==> src/design/r3e_pkg.sv <==
// ----------------------------------------------------------------------------
// r3e_pkg
// Shared types, constants and small tables for the RFC3339 text to epoch
// nanoseconds converter.
// ----------------------------------------------------------------------------
package r3e_pkg;

  // Fraction digits kept; further digits are skipped.
  localparam int FRACTION_DIGITS = 9;
  localparam logic [3:0] FRAC_FULL_DIGITS = 4'd9;

  localparam logic [13:0] YEAR_MIN = 14'd1970;

  // ASCII characters that the parser looks for.
  localparam logic [7:0] CH_ZERO  = 8'h30;
  localparam logic [7:0] CH_NINE  = 8'h39;
  localparam logic [7:0] CH_DASH  = 8'h2D;
  localparam logic [7:0] CH_PLUS  = 8'h2B;
  localparam logic [7:0] CH_DOT   = 8'h2E;
  localparam logic [7:0] CH_COLON = 8'h3A;
  localparam logic [7:0] CH_T     = 8'h54;

  // floor(x / 25) == (x * RECIP25) >> RECIP_SHIFT for x below 2500.
  localparam logic [29:0] RECIP25     = 30'd5243;
  localparam int          RECIP_SHIFT = 17;

  localparam logic [29:0] DAYS_PER_YEAR = 30'd365;
  localparam logic [29:0] UNIT_FACTOR   = 30'd1;
  localparam logic [29:0] SECS_PER_DAY  = 30'd86400;
  localparam logic [29:0] SECS_PER_HOUR = 30'd3600;
  localparam logic [29:0] SECS_PER_MIN  = 30'd60;
  localparam logic [29:0] NS_PER_SEC    = 30'd1000000000;

  // Day number of 1970-01-01 in the March-based count, plus one for the
  // one-based day of month.
  localparam logic signed [31:0] DAYS_BEFORE_EPOCH = 32'sd719469;

  localparam logic signed [63:0] SECS_LIMIT    = 64'sd9223372036;
  localparam logic signed [63:0] NS_TAIL_LIMIT = 64'sd854775807;

  // Seconds are split into a low part of this many bits and a signed high
  // part for the final scaling to nanoseconds.
  localparam int SPLIT_SHIFT = 17;

  typedef enum logic [2:0] {
    PH_FIXED,
    PH_AFTER,
    PH_FRAC,
    PH_OFFSET,
    PH_TAIL
  } phase_t;

  typedef enum logic [2:0] {
    FS_IDLE,
    FS_MUL,
    FS_ACC,
    FS_CHECK,
    FS_DONE
  } fin_state_t;

  typedef enum logic [3:0] {
    ST_Q100,
    ST_Q400,
    ST_YEAR,
    ST_Y4,
    ST_Y100,
    ST_Y400,
    ST_MDAY,
    ST_DAYS,
    ST_HOUR,
    ST_MIN,
    ST_SEC,
    ST_OFFH,
    ST_OFFM,
    ST_FRAC,
    ST_SLO,
    ST_SHI
  } step_t;

  // Parsed fields of one timestamp, as handed to the conversion sequencer.
  typedef struct packed {
    logic        bad;
    logic [13:0] year;
    logic [3:0]  month;
    logic [4:0]  day;
    logic [4:0]  hour;
    logic [5:0]  minute;
    logic [5:0]  second;
    logic [29:0] frac;
    logic [3:0]  frac_cnt;
    logic        off_neg;
    logic [4:0]  off_hours;
    logic [5:0]  off_minutes;
  } fields_t;

  // One operation of the shared multiply-accumulate unit.
  typedef struct packed {
    logic        mul_go;
    logic        acc_go;
    logic        load;
    logic        shift_hi;
    logic [31:0] a;
    logic [29:0] b;
  } mac_op_t;

  typedef struct packed {
    logic        busy;
    logic        valid;
    logic        fail;
    logic [63:0] ns;
  } res_t;

  function automatic logic [6:0] two_digit(input logic [3:0] tens, input logic [3:0] ones);
    logic [6:0] t;
    t = {3'b000, tens};
    return (t << 3) + (t << 1) + {3'b000, ones};
  endfunction

  function automatic logic [4:0] month_days(input logic [3:0] m);
    logic [4:0] r;
    case (m)
      4'd2:                    r = 5'd28;
      4'd4, 4'd6, 4'd9, 4'd11: r = 5'd30;
      default:                 r = 5'd31;
    endcase
    return r;
  endfunction

  // Days from March 1 to the first of the month, in a March-based year.
  function automatic logic [8:0] march_day(input logic [3:0] m);
    logic [8:0] r;
    case (m)
      4'd1:    r = 9'd306;
      4'd2:    r = 9'd337;
      4'd3:    r = 9'd0;
      4'd4:    r = 9'd31;
      4'd5:    r = 9'd61;
      4'd6:    r = 9'd92;
      4'd7:    r = 9'd122;
      4'd8:    r = 9'd153;
      4'd9:    r = 9'd184;
      4'd10:   r = 9'd214;
      4'd11:   r = 9'd245;
      4'd12:   r = 9'd275;
      default: r = 9'd0;
    endcase
    return r;
  endfunction

  function automatic logic [29:0] pow10(input logic [3:0] n);
    logic [29:0] r;
    case (n)
      4'd0:    r = 30'd1;
      4'd1:    r = 30'd10;
      4'd2:    r = 30'd100;
      4'd3:    r = 30'd1000;
      4'd4:    r = 30'd10000;
      4'd5:    r = 30'd100000;
      4'd6:    r = 30'd1000000;
      4'd7:    r = 30'd10000000;
      4'd8:    r = 30'd100000000;
      4'd9:    r = 30'd1000000000;
      default: r = 30'd1;
    endcase
    return r;
  endfunction

endpackage

==> src/design/r3e_parser.sv <==
// ----------------------------------------------------------------------------
// r3e_parser
// Character-level parser: one text character per beat, field checks on the
// fly, and the parsed fields of the final character handed out unregistered.
// ----------------------------------------------------------------------------
module r3e_parser import r3e_pkg::*; (
  input  logic       clk,
  input  logic       rst,
  input  logic       accept,
  input  logic [7:0] text_byte,
  input  logic       end_of_text,
  output fields_t    fld
);

  localparam logic [4:0] P_DASH_MONTH = 5'd4;
  localparam logic [4:0] P_MONTH_HI   = 5'd5;
  localparam logic [4:0] P_MONTH_LO   = 5'd6;
  localparam logic [4:0] P_DASH_DAY   = 5'd7;
  localparam logic [4:0] P_DAY_HI     = 5'd8;
  localparam logic [4:0] P_DAY_LO     = 5'd9;
  localparam logic [4:0] P_T          = 5'd10;
  localparam logic [4:0] P_HOUR_HI    = 5'd11;
  localparam logic [4:0] P_HOUR_LO    = 5'd12;
  localparam logic [4:0] P_COLON_MIN  = 5'd13;
  localparam logic [4:0] P_MIN_HI     = 5'd14;
  localparam logic [4:0] P_MIN_LO     = 5'd15;
  localparam logic [4:0] P_COLON_SEC  = 5'd16;
  localparam logic [4:0] P_SEC_HI     = 5'd17;
  localparam logic [4:0] P_SEC_LO     = 5'd18;

  localparam logic [4:0] P_OFF_HOUR_HI = 5'd0;
  localparam logic [4:0] P_OFF_HOUR_LO = 5'd1;
  localparam logic [4:0] P_OFF_COLON   = 5'd2;
  localparam logic [4:0] P_OFF_MIN_HI  = 5'd3;
  localparam logic [4:0] P_OFF_MIN_LO  = 5'd4;

  localparam logic [6:0] MONTH_MAX  = 7'd12;
  localparam logic [6:0] HOUR_MAX   = 7'd23;
  localparam logic [6:0] MINUTE_MAX = 7'd59;
  localparam logic [6:0] SECOND_MAX = 7'd60;

  logic [4:0]  pos, pos_next;
  phase_t      phase, phase_next;
  logic [13:0] year, year_next;
  logic [3:0]  ydig [4];
  logic [3:0]  ydig_next [4];
  logic [3:0]  month, month_next;
  logic [4:0]  day, day_next;
  logic [4:0]  hour, hour_next;
  logic [5:0]  minute, minute_next;
  logic [5:0]  second, second_next;
  logic [29:0] frac, frac_next;
  logic [3:0]  frac_cnt, frac_cnt_next;
  logic        off_neg, off_neg_next;
  logic [4:0]  off_hours, off_hours_next;
  logic [5:0]  off_minutes, off_minutes_next;
  logic        err, err_next;

  logic        is_dig;
  logic [3:0]  dig;
  logic [6:0]  pair;
  logic [4:0]  dim;
  logic [1:0]  lo_mod;
  logic [1:0]  hi_mod;
  logic        leap;
  logic [17:0] year_wide;
  logic [33:0] frac_wide;

  always_comb begin
    pos_next         = pos;
    phase_next       = phase;
    year_next        = year;
    ydig_next        = ydig;
    month_next       = month;
    day_next         = day;
    hour_next        = hour;
    minute_next      = minute;
    second_next      = second;
    frac_next        = frac;
    frac_cnt_next    = frac_cnt;
    off_neg_next     = off_neg;
    off_hours_next   = off_hours;
    off_minutes_next = off_minutes;
    err_next         = err;

    is_dig = text_byte inside {[CH_ZERO:CH_NINE]};
    dig    = text_byte[3:0];
    pair   = 7'd0;

    // Gregorian leap year from the four year digits: the last two digits
    // decide, unless they are both zero, and then the century digits do.
    lo_mod = {ydig[2][0], 1'b0} + ydig[3][1:0];
    hi_mod = {ydig[0][0], 1'b0} + ydig[1][1:0];
    if (ydig[2] == 4'd0 && ydig[3] == 4'd0) begin
      leap = (hi_mod == 2'd0);
    end else begin
      leap = (lo_mod == 2'd0);
    end
    dim = (month == 4'd2 && leap) ? 5'd29 : month_days(month);

    year_wide = ({4'b0, year} << 3) + ({4'b0, year} << 1) + {14'b0, dig};
    frac_wide = ({4'b0, frac} << 3) + ({4'b0, frac} << 1) + {30'b0, dig};

    if (accept && !err) begin
      case (phase)
        PH_FIXED: begin
          case (pos)
            P_DASH_MONTH, P_DASH_DAY: begin
              if (text_byte != CH_DASH) err_next = 1'b1;
            end
            P_T: begin
              if (text_byte != CH_T) err_next = 1'b1;
            end
            P_COLON_MIN, P_COLON_SEC: begin
              if (text_byte != CH_COLON) err_next = 1'b1;
            end
            default: begin
              if (!is_dig) begin
                err_next = 1'b1;
              end else begin
                case (pos)
                  P_MONTH_HI: month_next = dig;
                  P_MONTH_LO: begin
                    pair = two_digit(month, dig);
                    if (year < YEAR_MIN || pair == 7'd0 || pair > MONTH_MAX) err_next = 1'b1;
                    else month_next = pair[3:0];
                  end
                  P_DAY_HI: day_next = {1'b0, dig};
                  P_DAY_LO: begin
                    pair = two_digit(day[3:0], dig);
                    if (pair == 7'd0 || pair > {2'b00, dim}) err_next = 1'b1;
                    else day_next = pair[4:0];
                  end
                  P_HOUR_HI: hour_next = {1'b0, dig};
                  P_HOUR_LO: begin
                    pair = two_digit(hour[3:0], dig);
                    if (pair > HOUR_MAX) err_next = 1'b1;
                    else hour_next = pair[4:0];
                  end
                  P_MIN_HI: minute_next = {2'b00, dig};
                  P_MIN_LO: begin
                    pair = two_digit(minute[3:0], dig);
                    if (pair > MINUTE_MAX) err_next = 1'b1;
                    else minute_next = pair[5:0];
                  end
                  P_SEC_HI: second_next = {2'b00, dig};
                  P_SEC_LO: begin
                    pair = two_digit(second[3:0], dig);
                    if (pair > SECOND_MAX) err_next = 1'b1;
                    else second_next = pair[5:0];
                  end
                  default: begin
                    year_next = year_wide[13:0];
                    ydig_next[pos[1:0]] = dig;
                  end
                endcase
              end
            end
          endcase
          if (pos >= P_SEC_LO) phase_next = PH_AFTER;
          else pos_next = pos + 5'd1;
        end

        PH_AFTER, PH_FRAC: begin
          if (phase == PH_FRAC && is_dig) begin
            if (frac_cnt < 4'(FRACTION_DIGITS)) begin
              frac_next     = frac_wide[29:0];
              frac_cnt_next = frac_cnt + 4'd1;
            end
          end else if (text_byte == CH_DOT && phase == PH_AFTER) begin
            phase_next = PH_FRAC;
          end else if (text_byte == CH_PLUS || text_byte == CH_DASH) begin
            off_neg_next = (text_byte == CH_DASH);
            phase_next   = PH_OFFSET;
            pos_next     = 5'd0;
          end else begin
            phase_next = PH_TAIL;
          end
        end

        PH_OFFSET: begin
          if (pos == P_OFF_COLON) begin
            if (text_byte != CH_COLON) err_next = 1'b1;
          end else if (!is_dig) begin
            err_next = 1'b1;
          end else begin
            case (pos)
              P_OFF_HOUR_HI: off_hours_next = {1'b0, dig};
              P_OFF_HOUR_LO: begin
                pair = two_digit(off_hours[3:0], dig);
                if (pair > HOUR_MAX) err_next = 1'b1;
                else off_hours_next = pair[4:0];
              end
              P_OFF_MIN_HI: off_minutes_next = {2'b00, dig};
              default: begin
                pair = two_digit(off_minutes[3:0], dig);
                if (pair > MINUTE_MAX) err_next = 1'b1;
                else off_minutes_next = pair[5:0];
              end
            endcase
          end
          if (pos >= P_OFF_MIN_LO) phase_next = PH_TAIL;
          else pos_next = pos + 5'd1;
        end

        default: ;
      endcase
    end

    fld.bad         = err_next || phase_next == PH_FIXED || phase_next == PH_OFFSET;
    fld.year        = year_next;
    fld.month       = month_next;
    fld.day         = day_next;
    fld.hour        = hour_next;
    fld.minute      = minute_next;
    fld.second      = second_next;
    fld.frac        = frac_next;
    fld.frac_cnt    = frac_cnt_next;
    fld.off_neg     = off_neg_next;
    fld.off_hours   = off_hours_next;
    fld.off_minutes = off_minutes_next;
  end

  // The final character hands its fields on and leaves the parser cleared.
  always_ff @(posedge clk) begin
    if (rst || (accept && end_of_text)) begin
      pos         <= 5'd0;
      phase       <= PH_FIXED;
      year        <= 14'd0;
      ydig        <= '{default: 4'd0};
      month       <= 4'd0;
      day         <= 5'd0;
      hour        <= 5'd0;
      minute      <= 6'd0;
      second      <= 6'd0;
      frac        <= 30'd0;
      frac_cnt    <= 4'd0;
      off_neg     <= 1'b0;
      off_hours   <= 5'd0;
      off_minutes <= 6'd0;
      err         <= 1'b0;
    end else begin
      pos         <= pos_next;
      phase       <= phase_next;
      year        <= year_next;
      ydig        <= ydig_next;
      month       <= month_next;
      day         <= day_next;
      hour        <= hour_next;
      minute      <= minute_next;
      second      <= second_next;
      frac        <= frac_next;
      frac_cnt    <= frac_cnt_next;
      off_neg     <= off_neg_next;
      off_hours   <= off_hours_next;
      off_minutes <= off_minutes_next;
      err         <= err_next;
    end
  end

endmodule

==> src/design/r3e_mac.sv <==
// ----------------------------------------------------------------------------
// r3e_mac
// Shared multiply-accumulate unit: a registered 32 x 30 bit signed product,
// then a 64-bit add into the accumulator, optionally shifted up.
// ----------------------------------------------------------------------------
module r3e_mac import r3e_pkg::*; (
  input  logic               clk,
  input  mac_op_t            op,
  output logic signed [62:0] prod,
  output logic signed [63:0] acc
);

  logic signed [62:0] a_ext;
  logic signed [62:0] b_ext;
  logic signed [62:0] prod_next;
  logic signed [63:0] addend;
  logic signed [63:0] prod_ext;

  always_comb begin
    a_ext     = $signed({{31{op.a[31]}}, op.a});
    b_ext     = $signed({33'b0, op.b});
    prod_next = a_ext * b_ext;
    prod_ext  = $signed({prod[62], prod});
    addend    = op.shift_hi ? (prod_ext <<< SPLIT_SHIFT) : prod_ext;
  end

  always_ff @(posedge clk) begin
    if (op.mul_go) begin
      prod <= prod_next;
    end
    if (op.acc_go) begin
      acc <= (op.load ? 64'sd0 : acc) + addend;
    end
  end

endmodule

==> src/design/r3e_seq.sv <==
// ----------------------------------------------------------------------------
// r3e_seq
// Conversion sequencer: walks the parsed fields through the shared
// multiply-accumulate unit to days, seconds and nanoseconds, with the
// range checks in between.
// ----------------------------------------------------------------------------
module r3e_seq import r3e_pkg::*; (
  input  logic               clk,
  input  logic               rst,
  input  logic               start,
  input  fields_t            fld,
  input  logic               take,
  input  logic signed [62:0] prod,
  input  logic signed [63:0] acc,
  output mac_op_t            op,
  output res_t               res
);

  fin_state_t         state, state_next;
  step_t              step, step_next;
  fields_t            fq, fq_next;
  logic [6:0]         q100, q100_next;
  logic [4:0]         q400, q400_next;
  logic signed [34:0] secs, secs_next;
  logic               fail, fail_next;

  logic [13:0] y;

  always_ff @(posedge clk) begin
    if (rst) begin
      state <= FS_IDLE;
    end else begin
      state <= state_next;
    end
  end

  always_ff @(posedge clk) begin
    step <= step_next;
    fq   <= fq_next;
    q100 <= q100_next;
    q400 <= q400_next;
    secs <= secs_next;
    fail <= fail_next;
  end

  always_comb begin
    state_next = state;
    step_next  = step;
    fq_next    = fq;
    q100_next  = q100;
    q400_next  = q400;
    secs_next  = secs;
    fail_next  = fail;

    // Year of a March-based calendar: January and February count with the
    // year before.
    y = fq.year - ((fq.month <= 4'd2) ? 14'd1 : 14'd0);

    op.mul_go   = (state == FS_MUL);
    op.acc_go   = 1'b0;
    op.load     = 1'b0;
    op.shift_hi = 1'b0;
    op.a        = 32'd0;
    op.b        = UNIT_FACTOR;

    case (step)
      ST_Q100: begin
        op.a = {20'b0, y[13:2]};
        op.b = RECIP25;
      end
      ST_Q400: begin
        op.a = {22'b0, y[13:4]};
        op.b = RECIP25;
      end
      ST_YEAR: begin
        op.a    = {18'b0, y};
        op.b    = DAYS_PER_YEAR;
        op.load = 1'b1;
      end
      ST_Y4:   op.a = {20'b0, y[13:2]};
      ST_Y100: op.a = 32'(-$signed({25'b0, q100}));
      ST_Y400: op.a = {27'b0, q400};
      ST_MDAY: begin
        op.a = 32'($signed({23'b0, march_day(fq.month)}) + $signed({27'b0, fq.day})
               - DAYS_BEFORE_EPOCH);
      end
      ST_DAYS: begin
        op.a    = acc[31:0];
        op.b    = SECS_PER_DAY;
        op.load = 1'b1;
      end
      ST_HOUR: begin
        op.a = {27'b0, fq.hour};
        op.b = SECS_PER_HOUR;
      end
      ST_MIN: begin
        op.a = {26'b0, fq.minute};
        op.b = SECS_PER_MIN;
      end
      ST_SEC: op.a = {26'b0, fq.second};
      ST_OFFH: begin
        // A negative offset is added back, a positive one taken off.
        op.a = fq.off_neg ? {27'b0, fq.off_hours} : 32'(-$signed({27'b0, fq.off_hours}));
        op.b = SECS_PER_HOUR;
      end
      ST_OFFM: begin
        op.a = fq.off_neg ? {26'b0, fq.off_minutes}
                          : 32'(-$signed({26'b0, fq.off_minutes}));
        op.b = SECS_PER_MIN;
      end
      ST_FRAC: begin
        op.a    = {2'b0, pow10(FRAC_FULL_DIGITS - fq.frac_cnt)};
        op.b    = fq.frac;
        op.load = 1'b1;
      end
      ST_SLO: begin
        op.a = {15'b0, secs[SPLIT_SHIFT-1:0]};
        op.b = NS_PER_SEC;
      end
      ST_SHI: begin
        op.a        = {{(SPLIT_SHIFT - 3){secs[34]}}, secs[34:SPLIT_SHIFT]};
        op.b        = NS_PER_SEC;
        op.shift_hi = 1'b1;
      end
      default: ;
    endcase

    case (state)
      FS_IDLE: begin
        if (start) begin
          fq_next    = fld;
          fail_next  = fld.bad;
          step_next  = ST_Q100;
          state_next = fld.bad ? FS_DONE : FS_MUL;
        end
      end
      FS_MUL: state_next = FS_ACC;
      FS_ACC: begin
        case (step)
          ST_Q100: q100_next = prod[RECIP_SHIFT +: 7];
          ST_Q400: q400_next = prod[RECIP_SHIFT +: 5];
          default: op.acc_go = 1'b1;
        endcase
        if (step == ST_OFFM || step == ST_FRAC) begin
          state_next = FS_CHECK;
        end else if (step == ST_SHI) begin
          state_next = FS_DONE;
        end else begin
          step_next  = step_t'(4'(step + 4'd1));
          state_next = FS_MUL;
        end
      end
      FS_CHECK: begin
        if (step == ST_OFFM) begin
          if (acc > SECS_LIMIT || acc < -SECS_LIMIT) begin
            fail_next  = 1'b1;
            state_next = FS_DONE;
          end else begin
            secs_next  = acc[34:0];
            step_next  = ST_FRAC;
            state_next = FS_MUL;
          end
        end else begin
          // At the very top second only part of a second still fits.
          if (64'(secs) == SECS_LIMIT && acc > NS_TAIL_LIMIT) begin
            fail_next  = 1'b1;
            state_next = FS_DONE;
          end else begin
            step_next  = ST_SLO;
            state_next = FS_MUL;
          end
        end
      end
      FS_DONE: begin
        if (take) state_next = FS_IDLE;
      end
      default: state_next = FS_IDLE;
    endcase

    res.busy  = (state != FS_IDLE);
    res.valid = (state == FS_DONE);
    res.fail  = fail;
    res.ns    = acc;
  end

endmodule

==> src/design/rfc3339_text_to_epoch_ns_core.sv <==
// ----------------------------------------------------------------------------
// rfc3339_text_to_epoch_ns_core
// Converts RFC3339 timestamp text to signed nanoseconds since the epoch.
// ----------------------------------------------------------------------------
// Input channel: one text character per beat (text_byte), end_of_text marks
// the final character. Output channel: one beat per timestamp with
// parse_status (0 good, 1 malformed or out of range) and epoch_nanoseconds
// (0 on error). Both channels use valid/ready.
// Characters before the final one are taken at one per cycle while the
// sequencer is idle. The final character starts the conversion, which runs
// 16 multiply-accumulate steps, each a multiply state then an accumulate
// state, with range checks after the seconds and after the fraction, through
// one shared 32 x 30 bit multiplier; the input is not ready meanwhile. Text
// that already failed to parse skips the steps.
// The result waits in an output register. While the receiver stalls, the
// next timestamp is still taken and converted; its result then waits in the
// sequencer, and the input stays not ready until the output register is
// free again. Reset clears the parser, the sequencer and the output valid.
// ----------------------------------------------------------------------------
module rfc3339_text_to_epoch_ns_core import r3e_pkg::*; (
  input  logic               clk,
  input  logic               rst,
  input  logic               in_valid,
  output logic               in_ready,
  input  logic [7:0]         text_byte,
  input  logic               end_of_text,
  output logic               out_valid,
  input  logic               out_ready,
  output logic               parse_status,
  output logic signed [63:0] epoch_nanoseconds
);

  logic               accept;
  logic               take;
  fields_t            fld;
  mac_op_t            op;
  res_t               res;
  logic signed [62:0] prod;
  logic signed [63:0] acc;

  assign in_ready = !res.busy;
  assign accept   = in_valid && in_ready;
  assign take     = res.valid && (!out_valid || out_ready);

  r3e_parser u_parser (
    .clk         (clk),
    .rst         (rst),
    .accept      (accept),
    .text_byte   (text_byte),
    .end_of_text (end_of_text),
    .fld         (fld)
  );

  r3e_seq u_seq (
    .clk   (clk),
    .rst   (rst),
    .start (accept && end_of_text),
    .fld   (fld),
    .take  (take),
    .prod  (prod),
    .acc   (acc),
    .op    (op),
    .res   (res)
  );

  r3e_mac u_mac (
    .clk  (clk),
    .op   (op),
    .prod (prod),
    .acc  (acc)
  );

  always_ff @(posedge clk) begin
    if (rst) begin
      out_valid <= 1'b0;
    end else if (take) begin
      out_valid <= 1'b1;
    end else if (out_ready) begin
      out_valid <= 1'b0;
    end
  end

  always_ff @(posedge clk) begin
    if (take) begin
      parse_status      <= res.fail;
      epoch_nanoseconds <= res.fail ? 64'sd0 : $signed(res.ns);
    end
  end

endmodule

==> config.mk <==
export PLATFORM = sky130hd
export DESIGN_NAME = rfc3339_text_to_epoch_ns_core
export DESIGN_NICKNAME = d
export VERILOG_FILES = /design/src/design/r3e_pkg.sv /design/src/design/r3e_parser.sv /design/src/design/r3e_mac.sv /design/src/design/r3e_seq.sv /design/src/design/rfc3339_text_to_epoch_ns_core.sv
export SDC_FILE = /design/constraint.sdc
export NUM_CORES = 2
export LEC_CHECK = 0
export ABC_AREA = 1
export BUFFER_PORTS_ARGS = -buffer_cell sky130_fd_sc_hd__clkbuf_2
export CORE_ASPECT_RATIO = 1.4
export CORE_UTILIZATION = 50
export CTS_CLUSTER_DIAMETER = 100
export CTS_CLUSTER_SIZE = 25
export DETAILED_ROUTE_END_ITERATION = 6
export GPL_ROUTABILITY_DRIVEN = 0
export PLACE_DENSITY = 0.73
export RECOVER_POWER = 25
export SYNTH_ARGS = -nofsm -noshare
export SYNTH_HDL_FRONTEND = slang
export SYNTH_SLANG_ARGS = --single-unit
==> constraint.sdc <==
create_clock -name clk -period 10.7 [get_ports clk]
set_clock_uncertainty 0.15 [all_clocks]
set_input_delay 0.535 -clock clk [delete_from_list [all_inputs] [get_ports clk]]
set_output_delay 0.535 -clock clk [all_outputs]
set_load 0.05 [all_outputs]
==> summary.md <==
| Metric | Value |
|---|---|
| Run status | `finished with violations` |
| Failing checks | `max-capacitance violations, max-slew violations` |
| CP bufs+invs | `8` |
| DR WL/cell | `between 20 and 25 um` |
| Top Family by Delay on Critical Path | `adder cells` |
| Initial antenna violation count | `4` |
| Top routing layer used | `met5` |
| Max clock buf depth | `3` |
| Number of placed I/O pins | `80` |
| RSZ-0062 raised after global routing | `yes` |
| Crit path max fanout | `17` |
| I/O Buffers | `79` |
| Finish-stage setup viols | `0` |
| Post-synth ARST share | `0%` |
| Final #Nets | `9304` |
| Clock transition at path regs | `~110 ps` |
| HPWL Detailed | `167700 um` |
| Die extent in x | `around 300 um` |
| Worst Slack Setup Final | `370.9 ps` |
| Compound-Gate Fraction of Synth Area | `7.679%` |
| Crit-path max cell delay | `approximately 930 ps` |
| Crit path max-delay cell type | `o21ai_0` |
| Die footprint | `between 100000 and 150000 um2` |
| First-pass DRT Iterations | `7` |
| Final Hold Viols | `0` |
| Worst Path Required | `approximately 11000 ps` |
| Simple-gate share of the synthesized area | `approximately 18%` |
| Drt via density | `roughly 5.7` |
| Final Critical Period | `between 10000 and 15000 ps` |
| Share of the synthesized area in the top cell type | `about a third` |
| Non-Filler Instances | `roughly 9500` |
| Largest cells by area after synthesis | `fa_1 (32%), edfxtp_1 (16%), inv_1 (10%), nand2_1 (9.1%), ha_1 (8.0%)` |
| Top-count cell post-synth | `inv_1` |
| CTS Sinks | `between 400 and 500` |
| Routed wl met3 | `20520 um` |
| WP data arrival | `10630 ps` |
| #FFs+latches synth | `roughly 450` |
| Core footprint | `about 130000 um2` |
| Relative slew slack | `-147.7%` |
| First-pass GRT wire length | `320700 um` |
| Worst skew pair latency | `approximately 660 ps` |
| Met2 wire length | `97610 um` |
| Max cap viols | `2` |
| Root Driver | `clkbuf_16` |
| Synth area leader | `fa_1` |
| Placed cell area | `~67000 um2` |
| Post-synth cell types | `63` |
| Syn_area_per_cell | `8.198 um2` |
| Worst setup EP type | `register` |
| Dpl ws | `approximately 350 ps` |
| Site Rows | `between 150 and 200` |
| Cts bufs inserted | `25` |
| Top_reg_cell synth | `edfxtp_1` |
| Post-Route M1 WL | `around 70000 um` |
| Synth cell count leaders | `inv_1 (1715), nand2_1 (1551), fa_1 (1034)` |
| Setup crit start kind | `register` |
| Synthesis-to-layout area growth | `5.776%` |
| Post-synthesis mux area share | `0%` |
| Largest net degree at the start of global routing | `75` |
| Max-slew violations | `131` |
| CTS tree | `done` |
| Remaining DRCs | `0` |
| DR vias | `54440` |
| Routed Antenna Nets | `0` |
| Fin crit share | `between 90% and 100%` |
| Total Wirelength | `~210000 um` |
| Yosys warning total | `0` |
| Vias in the first global route | `approximately 56000` |
| Synth Area in XOR/XNOR | `2.563%` |
| Post-Synthesis Cells | `around 8000` |
| All-Layer GR Usage | `between 30 and 40%` |
| Hold Crit Class | `in2reg` |
| Die height | `approximately 430 um` |
| Synth Area in Adders | `40.44%` |
| Final Cell Area | `~68000 um2` |
| Post-Syn Area | `between 60000 and 70000 um2` |
| Sequential share of the synthesized area | `19.23%` |
| Worst slew pin tran | `3715 ps` |
| DRT iter0 DRCs | `approximately 5500` |
| Fmax | `approximately 0.097 GHz` |
| GRT overflow | `0` |
| CTS HTree Levels | `1` |
| Initial Util | `50.56%` |
| Largest family of logic cells by synthesized area | `adder cells` |
| Mapped Nets | `9253` |
| Placed Instances | `roughly 9500` |
| Post-synth EDFFs | `between 300 and 400` |
| Layout cells sized above 1 | `4.348%` |
| CP Class | `reg2reg` |
[metal layers]
metal	track usage (%)	up-vias
met5	0	-
met3	6.298	952
met4	25.41	4
li1	-	23980
met2	54.52	3135
met1	36.56	26370
[repair_timing]
action	CTS	global route
resized for setup	0	18
hold buffers	1	0
setup buffers	0	4
hold endpoints to repair	4	0
setup endpoints to repair	0	22
[cells in the final DEF (no fill, tap or decap), types with 38 or more instances in the layout]
cell type / count
a21oi_1: 355
a31oi_1: 53
buf_4: 147
clkbuf_1: 78
dfxtp_1: 119
edfxtp_1: 330
fa_1: 1033
ha_1: 411
inv_1: 1710
inv_2: 38
nand2_1: 1549
nand3_1: 209
nand4_1: 53
nor2_1: 864
nor3_1: 68
nor4_1: 38
o21ai_0: 241
xnor2_1: 72
xor2_1: 114
[layout make-up]
cell class,count,area (um2)
Antenna cell,4,10.01
Clock buffer,36,688.2
Clock inverter,10,155.1
Fill cell,11660,58800
Inverter,1767,6655
Multi-Input combinational cell,5370,44250
Sequential cell,449,12290
Tap cell,1638,2049
Timing Repair Buffer,232,1489
Timing Repair inverter,1,5.005
[tightest hold or removal path, delay by kind of cell]
kind / cells / cell delay (ps)
buffers and inverters: 1 / 80
AND/OR/NAND/NOR: 3 / 200
[logic make-up after synthesis]
family,Yosys count
and+or+nand+nor,2879
buffers and inverters,1976
adders and majority gates,1445
AOI/OAI and AO/OA,859
DFF,449
xor gates and xnor gates,187
[registers in the layout, indices dropped and copies added, names as in the netlist, 6 cells and up, named ones only]
signal / flops
u_parser.frac: 30
u_parser.ydig: 11
u_seq.fq: 86
u_parser.year: 14
u_mac.prod: 63
u_parser.minute: 6
u_mac.acc: 64
epoch_nanoseconds: 64
u_parser.off_minutes: 6
u_parser.second: 6
u_seq.q100: 7
u_seq.secs: 35
[worst paths after layout]
| path | from | endpoint | slack, ps | cells after the start |
|---|---|---|---|---|
| setup / recovery | u_seq.step[0]$_SDFFCE_PN0P_ | u_mac.prod[54]$_DFFE_PP_ | 370 | 34 |
| hold / removal | out_ready | out_valid$_SDFFE_PP0P_ | 30 | 4 |
| setup reg to reg | u_seq.step[0]$_SDFFCE_PN0P_ | u_mac.prod[54]$_DFFE_PP_ | 370 | 34 |
| hold reg to reg | u_mac.acc[4]$_DFFE_PP_ | u_seq.secs[4]$_DFFE_PP_ | 310 | 0 |
[per-stage QoR]
step | hold slack (ps) | TNS [ps] | util (%)
global route | 58.42 | -33.04 | 53.47
CTS | 45.99 | 0 | 53.46
global placement | 286.1 | 0 | 52.79
floorplan | 274.4 | 0 | -
detailed placement | 302.8 | 0 | 52.79
finish | 32.03 | 0 | 53.48
Power is left out: the tool's default activity adds up to more than one toggle a clock period on the data nets, which glitch-free logic cannot reach.
